$ cat config.mk
export PLATFORM = sky130hd
export DESIGN_NAME = battery_monitor_frame_tracker_core_flat
export DESIGN_NICKNAME = d
export VERILOG_FILES = /design/src/rtl/bmft_pkg.sv /design/src/rtl/bmft_if.sv /design/src/rtl/battery_monitor_frame_tracker_core.sv /design/src/rtl/bmft_front.sv /design/src/rtl/bmft_cmd_queue.sv /design/src/rtl/bmft_back.sv /design/src/flat_wrapper.sv
export SDC_FILE = /design/constraint.sdc
export NUM_CORES = 2
export LEC_CHECK = 0
export ABC_AREA = 1
export BUFFER_PORTS_ARGS = -buffer_cell sky130_fd_sc_hd__buf_4
export CORE_AREA = 4 4 477 479
export CTS_BUF_LIST = sky130_fd_sc_hd__clkbuf_8
export DETAILED_ROUTE_END_ITERATION = 12
export DIE_AREA = 0 0 481 483
export PLACE_DENSITY = 0.78
export SYNTH_ARGS = -nofsm -noshare
export SYNTH_HDL_FRONTEND = slang
export SYNTH_SLANG_ARGS = --single-unit
$ cat constraint.sdc
create_clock -name clk_i -period 9.4 [get_ports clk_i]
set_clock_uncertainty 0.2 [all_clocks]
set_input_delay 0.94 -clock clk_i [delete_from_list [all_inputs] [get_ports clk_i]]
set_output_delay 0.94 -clock clk_i [all_outputs]
set_load 0.01 [all_outputs]
$ cat src/rtl/bmft_pkg.sv
// ----------------------------------------------------------------------------
// bmft_pkg: shared types and constants of the battery monitor frame tracker
// Holds field widths, frame identifier decode constants, fault masks, the
// result class and pack state codes, and the command passed front to back.
// ----------------------------------------------------------------------------
package bmft_pkg;

  localparam int ID_W       = 16;
  localparam int DATA_W     = 64;
  localparam int CODE_W     = 16;
  localparam int THR_W      = 16;
  localparam int SCALE_W    = 20;
  localparam int SFID_W     = 13;
  localparam int MV_W       = 20;
  localparam int TOTAL_W    = 32;
  localparam int CNT_W      = 16;
  localparam int PROD_W     = CODE_W + SCALE_W;
  localparam int FLT_W      = 8;
  localparam int CFG_IDX_W  = 2;
  localparam int CFG_DATA_W = 20;
  localparam int NIB_W      = 4;
  localparam int QUEUE_DEPTH = 2;

  localparam logic [ID_W-1:0] ID_LOW        = 16'h1100;
  localparam logic [ID_W-1:0] ID_HIGH       = 16'h14FF;
  localparam logic [ID_W-1:0] CELL_BASE     = 16'h1100;
  localparam logic [ID_W-1:0] TEMP_BASE     = 16'h1200;
  localparam logic [ID_W-1:0] CELL_SEL_MASK = 16'hFF00;
  localparam logic [ID_W-1:0] TEMP_SEL_MASK = 16'hFFF0;

  localparam logic [FLT_W-1:0] SENSOR_FAULT_MASK = 8'h1E;
  localparam logic [FLT_W-1:0] NOT_OK_MASK       = 8'h01;
  localparam logic [FLT_W-1:0] OVER_TEMP_MASK    = 8'h04;

  localparam logic [THR_W-1:0]   THR_RESET   = 16'd100;
  localparam logic [SCALE_W-1:0] SCALE_RESET = 20'd6554;
  localparam logic [SFID_W-1:0]  SFID_RESET  = 13'h1300;

  typedef enum logic [2:0] {
    CLS_IGNORED = 3'd0,
    CLS_CELL    = 3'd1,
    CLS_TEMP    = 3'd2,
    CLS_STATUS  = 3'd3,
    CLS_TICK    = 3'd4
  } item_class_e;

  typedef enum logic [1:0] {
    PACK_NORMAL       = 2'd0,
    PACK_SENSOR_FAULT = 2'd1,
    PACK_FAULT        = 2'd2
  } pack_state_e;

  typedef enum logic [CFG_IDX_W-1:0] {
    CFG_THRESHOLD = 2'd0,
    CFG_SCALE     = 2'd1,
    CFG_STATUS_ID = 2'd2
  } cfg_idx_e;

  typedef struct packed {
    item_class_e             cls;
    logic [NIB_W-1:0]        ic;
    logic [NIB_W-1:0]        grp;
    logic [DATA_W-1:0]       data;
  } cmd_t;

endpackage

$ cat src/rtl/bmft_if.sv
// ----------------------------------------------------------------------------
// bmft_if: request and result channels of the frame tracker
// Valid/ready channels; a transfer happens when both are high at a clock edge.
// ----------------------------------------------------------------------------
interface bmft_in_if;
  logic                        valid;
  logic                        ready;
  logic                        kind;
  logic [bmft_pkg::ID_W-1:0]   frame_id;
  logic [bmft_pkg::DATA_W-1:0] frame_data;

  modport source (output valid, kind, frame_id, frame_data, input ready);
  modport sink   (input valid, kind, frame_id, frame_data, output ready);
endinterface

interface bmft_out_if;
  logic                         valid;
  logic                         ready;
  logic [2:0]                   item_class;
  logic [1:0]                   pack_state;
  logic                         lost_flag;
  logic                         over_temp_flag;
  logic                         any_fault_flag;
  logic [bmft_pkg::TOTAL_W-1:0] pack_total_mv;
  logic [bmft_pkg::FLT_W-1:0]   fault_bits_out;
  logic [bmft_pkg::FLT_W-1:0]   balance_mask_out;
  logic [bmft_pkg::MV_W-1:0]    min_cell_mv;
  logic [bmft_pkg::MV_W-1:0]    max_cell_mv;

  modport source (output valid, item_class, pack_state, lost_flag, over_temp_flag,
                  any_fault_flag, pack_total_mv, fault_bits_out, balance_mask_out,
                  min_cell_mv, max_cell_mv, input ready);
  modport sink   (input valid, item_class, pack_state, lost_flag, over_temp_flag,
                  any_fault_flag, pack_total_mv, fault_bits_out, balance_mask_out,
                  min_cell_mv, max_cell_mv, output ready);
endinterface

$ cat src/rtl/battery_monitor_frame_tracker_core.sv
// ----------------------------------------------------------------------------
// battery_monitor_frame_tracker_core: CAN battery monitor frame tracker
// Classifies received frames and periodic ticks and keeps pack status.
// ----------------------------------------------------------------------------
// Every request gives exactly one result. Requests enter a two-entry queue and
// the executor takes one at a time once the previous result has been taken.
// Ignored, cell and temperature frames finish in the cycle after leaving the
// queue, a status frame after two products on the shared 16x20 multiplier.
// A tick walks every stored cell through a read, multiply and accumulate
// pipeline at one cell per cycle. Cell codes live in a memory of one row per
// cell frame, with a valid bit per row so the store reads as zero after reset
// without a clearing pass.
// Configuration registers may be written only while no request is in flight.
module battery_monitor_frame_tracker_core #(
  parameter int MONITOR_COUNT     = 8,
  parameter int CELLS_PER_MONITOR = 16
) (
  input  logic                              clk_i,
  input  logic                              rst_ni,
  bmft_in_if.sink                           req_i,
  bmft_out_if.source                        rsp_o,
  input  logic                              cfg_we_i,
  input  logic [bmft_pkg::CFG_IDX_W-1:0]    cfg_idx_i,
  input  logic [bmft_pkg::CFG_DATA_W-1:0]   cfg_wdata_i
);

  logic [bmft_pkg::THR_W-1:0]   thr_q;
  logic [bmft_pkg::SCALE_W-1:0] scale_q;
  logic [bmft_pkg::SFID_W-1:0]  sfid_q;

  logic            q_push, q_full, q_pop, q_empty;
  bmft_pkg::cmd_t  front_cmd, queue_cmd;
  bmft_pkg::item_class_e back_cls;
  bmft_pkg::pack_state_e back_pstate;

  always_ff @(posedge clk_i or negedge rst_ni) begin
    if (!rst_ni) begin
      thr_q   <= bmft_pkg::THR_RESET;
      scale_q <= bmft_pkg::SCALE_RESET;
      sfid_q  <= bmft_pkg::SFID_RESET;
    end else if (cfg_we_i) begin
      unique case (bmft_pkg::cfg_idx_e'(cfg_idx_i))
        bmft_pkg::CFG_THRESHOLD: thr_q   <= cfg_wdata_i[bmft_pkg::THR_W-1:0];
        bmft_pkg::CFG_SCALE:     scale_q <= cfg_wdata_i[bmft_pkg::SCALE_W-1:0];
        bmft_pkg::CFG_STATUS_ID: sfid_q  <= cfg_wdata_i[bmft_pkg::SFID_W-1:0];
        default: ;
      endcase
    end
  end

  bmft_front #(
    .MONITOR_COUNT (MONITOR_COUNT)
  ) u_front (
    .valid_i      (req_i.valid),
    .ready_o      (req_i.ready),
    .kind_i       (req_i.kind),
    .frame_id_i   (req_i.frame_id),
    .frame_data_i (req_i.frame_data),
    .sfid_i       (sfid_q),
    .full_i       (q_full),
    .push_o       (q_push),
    .cmd_o        (front_cmd)
  );

  bmft_cmd_queue u_queue (
    .clk_i   (clk_i),
    .rst_ni  (rst_ni),
    .push_i  (q_push),
    .cmd_i   (front_cmd),
    .full_o  (q_full),
    .pop_i   (q_pop),
    .cmd_o   (queue_cmd),
    .empty_o (q_empty)
  );

  bmft_back #(
    .MONITOR_COUNT     (MONITOR_COUNT),
    .CELLS_PER_MONITOR (CELLS_PER_MONITOR)
  ) u_back (
    .clk_i            (clk_i),
    .rst_ni           (rst_ni),
    .thr_i            (thr_q),
    .scale_i          (scale_q),
    .cmd_i            (queue_cmd),
    .cmd_valid_i      (!q_empty),
    .pop_o            (q_pop),
    .out_valid_o      (rsp_o.valid),
    .out_ready_i      (rsp_o.ready),
    .item_class_o     (back_cls),
    .pack_state_o     (back_pstate),
    .lost_flag_o      (rsp_o.lost_flag),
    .over_temp_flag_o (rsp_o.over_temp_flag),
    .any_fault_flag_o (rsp_o.any_fault_flag),
    .pack_total_mv_o  (rsp_o.pack_total_mv),
    .fault_bits_o     (rsp_o.fault_bits_out),
    .balance_mask_o   (rsp_o.balance_mask_out),
    .min_cell_mv_o    (rsp_o.min_cell_mv),
    .max_cell_mv_o    (rsp_o.max_cell_mv)
  );

  assign rsp_o.item_class = back_cls;
  assign rsp_o.pack_state = back_pstate;

  a_pop_needs_free_out: assert property (@(posedge clk_i) disable iff (!rst_ni)
    q_pop |-> !rsp_o.valid)
    else $error("command taken while a result is still pending");

  a_push_fills_queue: assert property (@(posedge clk_i) disable iff (!rst_ni)
    q_push |=> !q_empty)
    else $error("queue empty right after a request was pushed");

  a_over_temp_state: assert property (@(posedge clk_i) disable iff (!rst_ni)
    back_pstate != bmft_pkg::PACK_SENSOR_FAULT |-> !rsp_o.over_temp_flag)
    else $error("over temperature flagged outside sensor fault state");

  a_fault_consistent: assert property (@(posedge clk_i) disable iff (!rst_ni)
    (back_pstate != bmft_pkg::PACK_NORMAL || rsp_o.lost_flag) |-> rsp_o.any_fault_flag)
    else $error("fault state or lost signal without any fault flag");

endmodule

$ cat src/rtl/bmft_front.sv
// ----------------------------------------------------------------------------
// bmft_front: request intake and frame classification
// Decodes the frame identifier into a command and pushes it into the queue.
// ----------------------------------------------------------------------------
module bmft_front #(
  parameter int MONITOR_COUNT = 8
) (
  input  logic                          valid_i,
  output logic                          ready_o,
  input  logic                          kind_i,
  input  logic [bmft_pkg::ID_W-1:0]     frame_id_i,
  input  logic [bmft_pkg::DATA_W-1:0]   frame_data_i,
  input  logic [bmft_pkg::SFID_W-1:0]   sfid_i,
  input  logic                          full_i,
  output logic                          push_o,
  output bmft_pkg::cmd_t                cmd_o
);

  logic in_range;

  assign ready_o = !full_i;
  assign push_o  = valid_i && !full_i;

  always_comb begin
    in_range      = (frame_id_i >= bmft_pkg::ID_LOW) && (frame_id_i <= bmft_pkg::ID_HIGH);
    cmd_o.cls     = bmft_pkg::CLS_IGNORED;
    cmd_o.ic      = frame_id_i[7:4];
    cmd_o.grp     = frame_id_i[3:0];
    cmd_o.data    = frame_data_i;
    if (kind_i) begin
      cmd_o.cls = bmft_pkg::CLS_TICK;
    end else if (in_range) begin
      // cell test wins over temperature, which wins over the status id
      priority if ((frame_id_i & bmft_pkg::CELL_SEL_MASK) == bmft_pkg::CELL_BASE) begin
        if (32'(frame_id_i[7:4]) < MONITOR_COUNT) begin
          cmd_o.cls = bmft_pkg::CLS_CELL;
        end
      end else if ((frame_id_i & bmft_pkg::TEMP_SEL_MASK) == bmft_pkg::TEMP_BASE) begin
        cmd_o.ic = frame_id_i[3:0];
        if (32'(frame_id_i[3:0]) < MONITOR_COUNT) begin
          cmd_o.cls = bmft_pkg::CLS_TEMP;
        end
      end else if (frame_id_i == {3'b000, sfid_i}) begin
        cmd_o.cls = bmft_pkg::CLS_STATUS;
      end else begin
        cmd_o.cls = bmft_pkg::CLS_IGNORED;
      end
    end
  end

endmodule

$ cat src/rtl/bmft_cmd_queue.sv
// ----------------------------------------------------------------------------
// bmft_cmd_queue: two-entry command queue between front and back
// Lets the intake keep taking requests while the back end is busy.
// ----------------------------------------------------------------------------
module bmft_cmd_queue (
  input  logic           clk_i,
  input  logic           rst_ni,
  input  logic           push_i,
  input  bmft_pkg::cmd_t cmd_i,
  output logic           full_o,
  input  logic           pop_i,
  output bmft_pkg::cmd_t cmd_o,
  output logic           empty_o
);

  bmft_pkg::cmd_t ent_q [bmft_pkg::QUEUE_DEPTH];
  logic           wptr_q, wptr_d;
  logic           rptr_q, rptr_d;
  logic [1:0]     cnt_q, cnt_d;

  assign full_o  = (cnt_q == 2'(bmft_pkg::QUEUE_DEPTH));
  assign empty_o = (cnt_q == 2'd0);
  assign cmd_o   = ent_q[rptr_q];

  always_comb begin
    wptr_d = push_i ? !wptr_q : wptr_q;
    rptr_d = pop_i ? !rptr_q : rptr_q;
    cnt_d  = cnt_q + 2'(push_i) - 2'(pop_i);
  end

  always_ff @(posedge clk_i) begin
    if (push_i) begin
      ent_q[wptr_q] <= cmd_i;
    end
  end

  always_ff @(posedge clk_i or negedge rst_ni) begin
    if (!rst_ni) begin
      wptr_q <= 1'b0;
      rptr_q <= 1'b0;
      cnt_q  <= 2'd0;
    end else begin
      wptr_q <= wptr_d;
      rptr_q <= rptr_d;
      cnt_q  <= cnt_d;
    end
  end

endmodule

$ cat src/rtl/bmft_back.sv
// ----------------------------------------------------------------------------
// bmft_back: command execution
// Owns the cell code memory, silence counters and pack status. A tick walks
// every cell through a read / multiply / accumulate pipeline, one per cycle.
// ----------------------------------------------------------------------------
module bmft_back #(
  parameter int MONITOR_COUNT     = 8,
  parameter int CELLS_PER_MONITOR = 16
) (
  input  logic                           clk_i,
  input  logic                           rst_ni,
  input  logic [bmft_pkg::THR_W-1:0]     thr_i,
  input  logic [bmft_pkg::SCALE_W-1:0]   scale_i,
  input  bmft_pkg::cmd_t                 cmd_i,
  input  logic                           cmd_valid_i,
  output logic                           pop_o,
  output logic                           out_valid_o,
  input  logic                           out_ready_i,
  output bmft_pkg::item_class_e          item_class_o,
  output bmft_pkg::pack_state_e          pack_state_o,
  output logic                           lost_flag_o,
  output logic                           over_temp_flag_o,
  output logic                           any_fault_flag_o,
  output logic [bmft_pkg::TOTAL_W-1:0]   pack_total_mv_o,
  output logic [bmft_pkg::FLT_W-1:0]     fault_bits_o,
  output logic [bmft_pkg::FLT_W-1:0]     balance_mask_o,
  output logic [bmft_pkg::MV_W-1:0]      min_cell_mv_o,
  output logic [bmft_pkg::MV_W-1:0]      max_cell_mv_o
);

  localparam int IW     = (MONITOR_COUNT > 1) ? $clog2(MONITOR_COUNT) : 1;
  localparam int CW     = (CELLS_PER_MONITOR > 1) ? $clog2(CELLS_PER_MONITOR) : 1;
  localparam int GROUPS = (CELLS_PER_MONITOR + 3) / 4;
  localparam int GW     = (GROUPS > 1) ? $clog2(GROUPS) : 1;
  localparam int AW     = IW + GW;
  localparam int ROWS   = MONITOR_COUNT * (2 ** GW);

  typedef enum logic [4:0] {
    S_IDLE    = 5'b00001,
    S_STAT_LO = 5'b00010,
    S_STAT_HI = 5'b00100,
    S_WALK    = 5'b01000,
    S_DRAIN   = 5'b10000
  } state_e;

  state_e state_q, state_d;

  // memory rows hold the four codes of one cell frame
  logic [bmft_pkg::DATA_W-1:0] mem_q [ROWS];
  logic [bmft_pkg::DATA_W-1:0] rdata_q;
  logic [ROWS-1:0]             rvalid_q;

  logic [bmft_pkg::CNT_W-1:0]  silence_q [MONITOR_COUNT];
  logic [bmft_pkg::CNT_W-1:0]  inc [MONITOR_COUNT];
  logic [MONITOR_COUNT-1:0]    online_q;
  logic [MONITOR_COUNT-1:0]    online_d;

  bmft_pkg::cmd_t              cmd_q;
  logic [IW-1:0]               wic_q;
  logic [CW-1:0]               wcel_q;
  logic                        p1_q, p2_q;
  logic                        vld1_q;
  logic [1:0]                  lane1_q;
  logic [bmft_pkg::CODE_W-1:0] mul_a;
  logic [bmft_pkg::PROD_W-1:0] prod_q;
  logic [bmft_pkg::MV_W-1:0]   prod_mv;
  logic [bmft_pkg::TOTAL_W:0]  acc_sum;
  logic [bmft_pkg::TOTAL_W-1:0] acc_q;

  logic [bmft_pkg::FLT_W-1:0]  fault_q, bal_q;
  logic [bmft_pkg::MV_W-1:0]   min_q, max_q;
  logic [bmft_pkg::TOTAL_W-1:0] total_q;
  bmft_pkg::pack_state_e       pstate_q, pstate_d;
  logic                        lost_q, otemp_q, anyf_q;
  logic                        lost_c;
  logic                        out_valid_q;
  bmft_pkg::item_class_e       out_cls_q;

  logic                        is_tick, is_stat, is_clr, mem_we;
  logic                        walk_last, finish;
  logic [AW-1:0]               wr_addr, rd_addr;

  assign pop_o   = (state_q == S_IDLE) && cmd_valid_i && !out_valid_q;
  assign is_tick = pop_o && (cmd_i.cls == bmft_pkg::CLS_TICK);
  assign is_stat = pop_o && (cmd_i.cls == bmft_pkg::CLS_STATUS);
  assign is_clr  = pop_o && ((cmd_i.cls == bmft_pkg::CLS_CELL) ||
                             (cmd_i.cls == bmft_pkg::CLS_TEMP));
  // groups past the end of a monitor are dropped
  assign mem_we  = pop_o && (cmd_i.cls == bmft_pkg::CLS_CELL) &&
                   (32'(cmd_i.grp) < GROUPS);
  assign wr_addr = {cmd_i.ic[IW-1:0], cmd_i.grp[GW-1:0]};
  assign rd_addr = {wic_q, GW'(wcel_q >> 2)};
  assign walk_last = (wcel_q == CW'(CELLS_PER_MONITOR - 1)) &&
                     (wic_q == IW'(MONITOR_COUNT - 1));
  assign finish  = (state_q == S_DRAIN) && !p1_q && !p2_q;
  assign prod_mv = prod_q[bmft_pkg::PROD_W-1:bmft_pkg::PROD_W-bmft_pkg::MV_W];
  assign acc_sum = {1'b0, acc_q} + (bmft_pkg::TOTAL_W+1)'(prod_mv);

  always_comb begin
    lost_c = 1'b0;
    for (int i = 0; i < MONITOR_COUNT; i++) begin
      inc[i]      = (silence_q[i] == '1) ? silence_q[i] : silence_q[i] + 1'b1;
      online_d[i] = (silence_q[i] <= thr_i);
      lost_c      = lost_c | (inc[i] > thr_i);
    end
  end

  always_comb begin
    priority if ((fault_q & bmft_pkg::SENSOR_FAULT_MASK) != '0) begin
      pstate_d = bmft_pkg::PACK_SENSOR_FAULT;
    end else if (lost_c) begin
      pstate_d = bmft_pkg::PACK_FAULT;
    end else if ((fault_q & bmft_pkg::NOT_OK_MASK) != '0) begin
      pstate_d = bmft_pkg::PACK_FAULT;
    end else begin
      pstate_d = bmft_pkg::PACK_NORMAL;
    end
  end

  // shared multiplier: walk pipeline, then status low and high codes
  always_comb begin
    if (p1_q) begin
      mul_a = vld1_q ? rdata_q[bmft_pkg::CODE_W*lane1_q +: bmft_pkg::CODE_W] : '0;
    end else if (state_q == S_STAT_LO) begin
      mul_a = cmd_q.data[63:48];
    end else begin
      mul_a = cmd_i.data[47:32];
    end
  end

  always_comb begin
    state_d = state_q;
    unique case (state_q)
      S_IDLE: begin
        if (is_tick) begin
          state_d = S_WALK;
        end else if (is_stat) begin
          state_d = S_STAT_LO;
        end
      end
      S_STAT_LO: state_d = S_STAT_HI;
      S_STAT_HI: state_d = S_IDLE;
      S_WALK: begin
        if (walk_last) begin
          state_d = S_DRAIN;
        end
      end
      S_DRAIN: begin
        if (finish) begin
          state_d = S_IDLE;
        end
      end
      default: state_d = S_IDLE;
    endcase
  end

  always_ff @(posedge clk_i) begin
    if (mem_we) begin
      mem_q[wr_addr] <= cmd_i.data;
    end
    rdata_q <= mem_q[rd_addr];
    lane1_q <= 2'(wcel_q);
    prod_q  <= bmft_pkg::PROD_W'(mul_a) * bmft_pkg::PROD_W'(scale_i);
    if (pop_o) begin
      cmd_q <= cmd_i;
    end
  end

  always_ff @(posedge clk_i or negedge rst_ni) begin
    if (!rst_ni) begin
      state_q     <= S_IDLE;
      rvalid_q    <= '0;
      for (int i = 0; i < MONITOR_COUNT; i++) begin
        silence_q[i] <= '0;
      end
      online_q    <= '0;
      wic_q       <= '0;
      wcel_q      <= '0;
      p1_q        <= 1'b0;
      p2_q        <= 1'b0;
      vld1_q      <= 1'b0;
      acc_q       <= '0;
      fault_q     <= '0;
      bal_q       <= '0;
      min_q       <= '0;
      max_q       <= '0;
      total_q     <= '0;
      pstate_q    <= bmft_pkg::PACK_NORMAL;
      lost_q      <= 1'b0;
      otemp_q     <= 1'b0;
      anyf_q      <= 1'b0;
      out_valid_q <= 1'b0;
      out_cls_q   <= bmft_pkg::CLS_IGNORED;
    end else begin
      state_q <= state_d;
      p1_q    <= (state_q == S_WALK);
      p2_q    <= p1_q;
      vld1_q  <= rvalid_q[rd_addr] && online_q[wic_q];

      if (mem_we) begin
        rvalid_q[wr_addr] <= 1'b1;
      end

      for (int i = 0; i < MONITOR_COUNT; i++) begin
        if (finish) begin
          silence_q[i] <= inc[i];
        end else if (is_clr && (cmd_i.ic[IW-1:0] == IW'(i))) begin
          silence_q[i] <= '0;
        end
      end

      if (is_tick) begin
        online_q <= online_d;
        wic_q    <= '0;
        wcel_q   <= '0;
        acc_q    <= '0;
      end else if (state_q == S_WALK) begin
        if (wcel_q == CW'(CELLS_PER_MONITOR - 1)) begin
          wcel_q <= '0;
          wic_q  <= wic_q + 1'b1;
        end else begin
          wcel_q <= wcel_q + 1'b1;
        end
      end

      if (p2_q) begin
        acc_q <= acc_sum[bmft_pkg::TOTAL_W] ? '1 : acc_sum[bmft_pkg::TOTAL_W-1:0];
      end

      if (is_stat) begin
        fault_q <= cmd_i.data[7:0];
        bal_q   <= cmd_i.data[15:8];
      end
      if (state_q == S_STAT_LO) begin
        min_q <= prod_mv;
      end
      if (state_q == S_STAT_HI) begin
        max_q <= prod_mv;
      end

      if (finish) begin
        total_q  <= acc_q;
        lost_q   <= lost_c;
        otemp_q  <= (fault_q & bmft_pkg::OVER_TEMP_MASK) != '0;
        anyf_q   <= (fault_q != '0) || lost_c;
        pstate_q <= pstate_d;
      end

      if (out_valid_q && out_ready_i) begin
        out_valid_q <= 1'b0;
      end else if ((pop_o && !is_tick && !is_stat) || (state_q == S_STAT_HI) ||
                   finish) begin
        out_valid_q <= 1'b1;
      end
      if (pop_o) begin
        out_cls_q <= cmd_i.cls;
      end
    end
  end

  assign out_valid_o      = out_valid_q;
  assign item_class_o     = out_cls_q;
  assign pack_state_o     = pstate_q;
  assign lost_flag_o      = lost_q;
  assign over_temp_flag_o = otemp_q;
  assign any_fault_flag_o = anyf_q;
  assign pack_total_mv_o  = total_q;
  assign fault_bits_o     = fault_q;
  assign balance_mask_o   = bal_q;
  assign min_cell_mv_o    = min_q;
  assign max_cell_mv_o    = max_q;

endmodule

$ cat src/flat_wrapper.sv
// flat-port wrapper written by rule: the top's interface ports become plain ports
module battery_monitor_frame_tracker_core_flat 
#(
  parameter int MONITOR_COUNT     = 8,
  parameter int CELLS_PER_MONITOR = 16
)
  (clk_i, rst_ni, cfg_we_i, cfg_idx_i, cfg_wdata_i, req_i_valid, req_i_kind, req_i_frame_id, req_i_frame_data, req_i_ready, rsp_o_valid, rsp_o_item_class, rsp_o_pack_state, rsp_o_lost_flag, rsp_o_over_temp_flag, rsp_o_any_fault_flag, rsp_o_pack_total_mv, rsp_o_fault_bits_out, rsp_o_balance_mask_out, rsp_o_min_cell_mv, rsp_o_max_cell_mv, rsp_o_ready);
  bmft_in_if req_i_i ();
  bmft_out_if rsp_o_i ();
  input  logic clk_i;
  input  logic rst_ni;
  input  logic cfg_we_i;
  input  logic [bmft_pkg::CFG_IDX_W-1:0] cfg_idx_i;
  input  logic [bmft_pkg::CFG_DATA_W-1:0] cfg_wdata_i;
  input wire logic [$bits(req_i_i.valid)-1:0] req_i_valid;
  input wire logic [$bits(req_i_i.kind)-1:0] req_i_kind;
  input wire logic [$bits(req_i_i.frame_id)-1:0] req_i_frame_id;
  input wire logic [$bits(req_i_i.frame_data)-1:0] req_i_frame_data;
  output wire logic [$bits(req_i_i.ready)-1:0] req_i_ready;
  output wire logic [$bits(rsp_o_i.valid)-1:0] rsp_o_valid;
  output wire logic [$bits(rsp_o_i.item_class)-1:0] rsp_o_item_class;
  output wire logic [$bits(rsp_o_i.pack_state)-1:0] rsp_o_pack_state;
  output wire logic [$bits(rsp_o_i.lost_flag)-1:0] rsp_o_lost_flag;
  output wire logic [$bits(rsp_o_i.over_temp_flag)-1:0] rsp_o_over_temp_flag;
  output wire logic [$bits(rsp_o_i.any_fault_flag)-1:0] rsp_o_any_fault_flag;
  output wire logic [$bits(rsp_o_i.pack_total_mv)-1:0] rsp_o_pack_total_mv;
  output wire logic [$bits(rsp_o_i.fault_bits_out)-1:0] rsp_o_fault_bits_out;
  output wire logic [$bits(rsp_o_i.balance_mask_out)-1:0] rsp_o_balance_mask_out;
  output wire logic [$bits(rsp_o_i.min_cell_mv)-1:0] rsp_o_min_cell_mv;
  output wire logic [$bits(rsp_o_i.max_cell_mv)-1:0] rsp_o_max_cell_mv;
  input wire logic [$bits(rsp_o_i.ready)-1:0] rsp_o_ready;
  assign req_i_i.valid = req_i_valid;
  assign req_i_i.kind = req_i_kind;
  assign req_i_i.frame_id = req_i_frame_id;
  assign req_i_i.frame_data = req_i_frame_data;
  assign req_i_ready = req_i_i.ready;
  assign rsp_o_valid = rsp_o_i.valid;
  assign rsp_o_item_class = rsp_o_i.item_class;
  assign rsp_o_pack_state = rsp_o_i.pack_state;
  assign rsp_o_lost_flag = rsp_o_i.lost_flag;
  assign rsp_o_over_temp_flag = rsp_o_i.over_temp_flag;
  assign rsp_o_any_fault_flag = rsp_o_i.any_fault_flag;
  assign rsp_o_pack_total_mv = rsp_o_i.pack_total_mv;
  assign rsp_o_fault_bits_out = rsp_o_i.fault_bits_out;
  assign rsp_o_balance_mask_out = rsp_o_i.balance_mask_out;
  assign rsp_o_min_cell_mv = rsp_o_i.min_cell_mv;
  assign rsp_o_max_cell_mv = rsp_o_i.max_cell_mv;
  assign rsp_o_i.ready = rsp_o_ready;
  battery_monitor_frame_tracker_core #(.MONITOR_COUNT(MONITOR_COUNT), .CELLS_PER_MONITOR(CELLS_PER_MONITOR)) u_core (.clk_i(clk_i), .rst_ni(rst_ni), .req_i(req_i_i), .rsp_o(rsp_o_i), .cfg_we_i(cfg_we_i), .cfg_idx_i(cfg_idx_i), .cfg_wdata_i(cfg_wdata_i));
endmodule
==> metrics.cfg <==
[status]
status=finished clean

[logic_synthesis]
synth_xor_area_share_pct=0.852
syn_area_per_cell_um2=11.3
synth_compound_area_share_pct=12.6
synth_top_area_share_pct=54.3
synth_cell_type_count=74
async_reset_ff_share_pct=13.7
synth_largest_area_cell=edfxtp_1
syn_inst=10800
synthSimpleGateAreaFrac_pct=10.5
synth_top_family_by_area=compound AO/OA/AOI/OAI gates
synth.mux.area_fraction_pct=0.534
seq_area_frac_synth_pct=63.2
ys_ff_latch=2663
synthAdderAreaFrac_pct=8.12
syn_nets=11500
synth.most_common_cell=edfxtp_1
netlist_top_cells_count=2212 x edfxtp_1, 1694 x o21ai_0, 1631 x nor2_1, 1174 x nand2_1, 738 x inv_1
synth_edf_count=2212
ys.flop_type=edfxtp_1
synth_area_leaders=edfxtp_1 54%, dfrtp_1 7.2%, o21ai_0 6.9%
ys_warn_count=0
synthesis.area_um2=122000

[global_routing]
met1_usage_pct=41.6
grt_pass1_wl_um=550000
top_usage_layer=met2
globalRouteMet3Util_pct=7.41
antenna_found_initial=22
grtUsageTotal_pct=31.5
use_met2_pct=49.1
overflow=0
grt_pass1_vias=87800
grt_max_degree=212

[clocking]
root_buffer=clkbuf_8
cts_buffers=426
clk_path_buf_depth=4
htree_levels=5
cts_resized=0
clock_sinks=2663
clock_latency_ps=1150
path_clk_slew_ps=60
cts_tree=yes

[min_path]
hp-class=primary input to async pin

[floorplan]
ios=206
start_util_pct=54.7
die_x_um=481
dieArea_um2=232000
core_area_um2=224000
rows=174
die_h_um=483

[critical_path]
critical_path.top_delay_family=adder cells
cp-start-kind=register
cp.required_ps=10150
crit_fanout=40
crit_arrival_ps=8900
critical_path.slowest_cell=dfrtp_4
worstSetupPathType=register to register
end_kind=register
path_buf_inv=7
max_stage_delay_ps=790

[route]
first_iter_violations=13000
num_vias=89700
vias_per_cell=6.21
first_pass_iters=6
route.detailed.drc=0
postRouteAntennaNets=0
wirelength_um=375000
post_drt_wl_per_cell_um=25.9

[place]
gp_congestion=0.909
dp_hpwl_um=218000
pre_cts_ws_ps=1280
dpl-instance-area_um2=127000
place.port_buffers=205

[timing]
fmax_mhz=123
max_slew_margin_pct=9.33
tightest_slew_ps=1360
rsz0062_at_grt=no
fin_crit_sh_pct=86.8
drv_slew=0
hold_viol=0
fin_tns_setup_ps=0
setup_viol=0
layout_min_cycle_time_ps=8160
setup_slack_ps=1240

[final_layout]
drive_above_1_share_pct=9.16
seqCellArea_um2=77300
n_fill_cell=17000
nNetsFinal=11900
design_area_um2=136000
multi_input_area_um2=40000
area_growth_syn_to_layout_pct=10.9

[run]
drv_cap=0

-- worst reg2reg max path, delay by kind of cell (launching register included) --
| family | cells | cell delay [ps] |
|---|---|---|
| simple gates | 7 | 810 |
| compound gates | 6 | 1040 |
| buf+inv | 7 | 1180 |
| flops | 1 | 790 |
| fa+ha+maj | 7 | 3370 |
| mux | 1 | 620 |
-- logic make-up (layout without fill, tap and decap cells) --
family / Yosys count / in the layout
other cells: 0 / 14
mux: 58 / 58
flops: 2663 / 2663
simple gates: 3195 / 3195
buf+inv: 1322 / 1973
compound gates: 2786 / 2786
xor+xnor: 119 / 119
fa+ha+maj: 644 / 644
-- layout by cell type (no fill, tap or decap), types with 345 or more instances in the layout --
master	n
inv_1	900
o22ai_1	533
buf_4	347
ha_1	394
nor2_1	1613
clkbuf_8	464
edfxtp_1	2212
dfrtp_1	345
nand2_1	1174
o21ai_0	1694
-- registers in the layout (all words and copies together), names as in the netlist, 4 cells and up --
signal	cells
u_core.thr_q	16
u_core.u_back.fault_bits_o	8
u_core.u_back.state_q	5
u_core.u_back.pack_total_mv_o	32
u_core.u_back.prod_q	20
u_core.u_back.balance_mask_o	8
u_core.u_back.cmd_q	16
u_core.u_back.max_cell_mv_o	20
u_core.u_back.online_q	8
u_core.sfid_q	13
u_core.u_queue.ent_q	148
u_core.u_back.rvalid_q	32
u_core.u_back.silence_q	128
u_core.scale_q	20
u_core.u_back.min_cell_mv_o	20
u_core.u_back.acc_q	32
u_core.u_back.wcel_q	4
u_core.u_back.mem_q	2048
u_core.u_back.rdata_q	64
-- what timing repair did --
action                                 4_1_cts  5_1_grt
buffers inserted                             0        0
hold buffers                                92        0
endpoints found under the hold margin      260        0
-- worst paths after layout --
path	startpoint	cells past startpoint	slack [ps]	endpoint
worst min-delay path	rst_ni	2	250	u_core.u_back.silence_q[54]
max in group asynchronous	rst_ni	4	6540	u_core.scale_q[16]
worst min register to register	u_core.u_back.rvalid_q[11]	1	260	u_core.u_back.rvalid_q[11]
worst max-delay path	u_core.u_queue.rptr_q	28	1240	u_core.u_back.prod_q[34]
worst max register to register	u_core.u_queue.rptr_q	28	1240	u_core.u_back.prod_q[34]
min in group clk_i	u_core.u_back.rvalid_q[11]	1	260	u_core.u_back.rvalid_q[11]
-- area by class of cell --
type / instances / share of cell area [%]
Antenna cell: 14 / 0.0258
Clock buffer: 464 / 4.71
Clock inverter: 304 / 1.12
Inverter: 754 / 2.11
Multi-Input combinational cell: 6802 / 29.5
Sequential cell: 2663 / 57.0
Tap cell: 2992 / 2.76
Timing Repair Buffer: 451 / 2.77
-- metrics by stage --
step	hold slack, ps	utilization (%)	std cells
after floorplan	192	-	10800
after global placement	227	56.7	13600
after detailed placement	241	56.7	13600
after CTS	187	60.7	14400
after global routing	257	60.7	14400
final	245	60.7	14400
-- per-layer routing --
layer,routed length [µm],up-vias
li1,-,38900
met1,138000,43500
met2,171000,6001
met3,45900,1194
met4,20700,12
met5,119,-
Power is left out: the tool's default activity adds up to more than one toggle a clock period on the data nets, which glitch-free logic cannot reach.
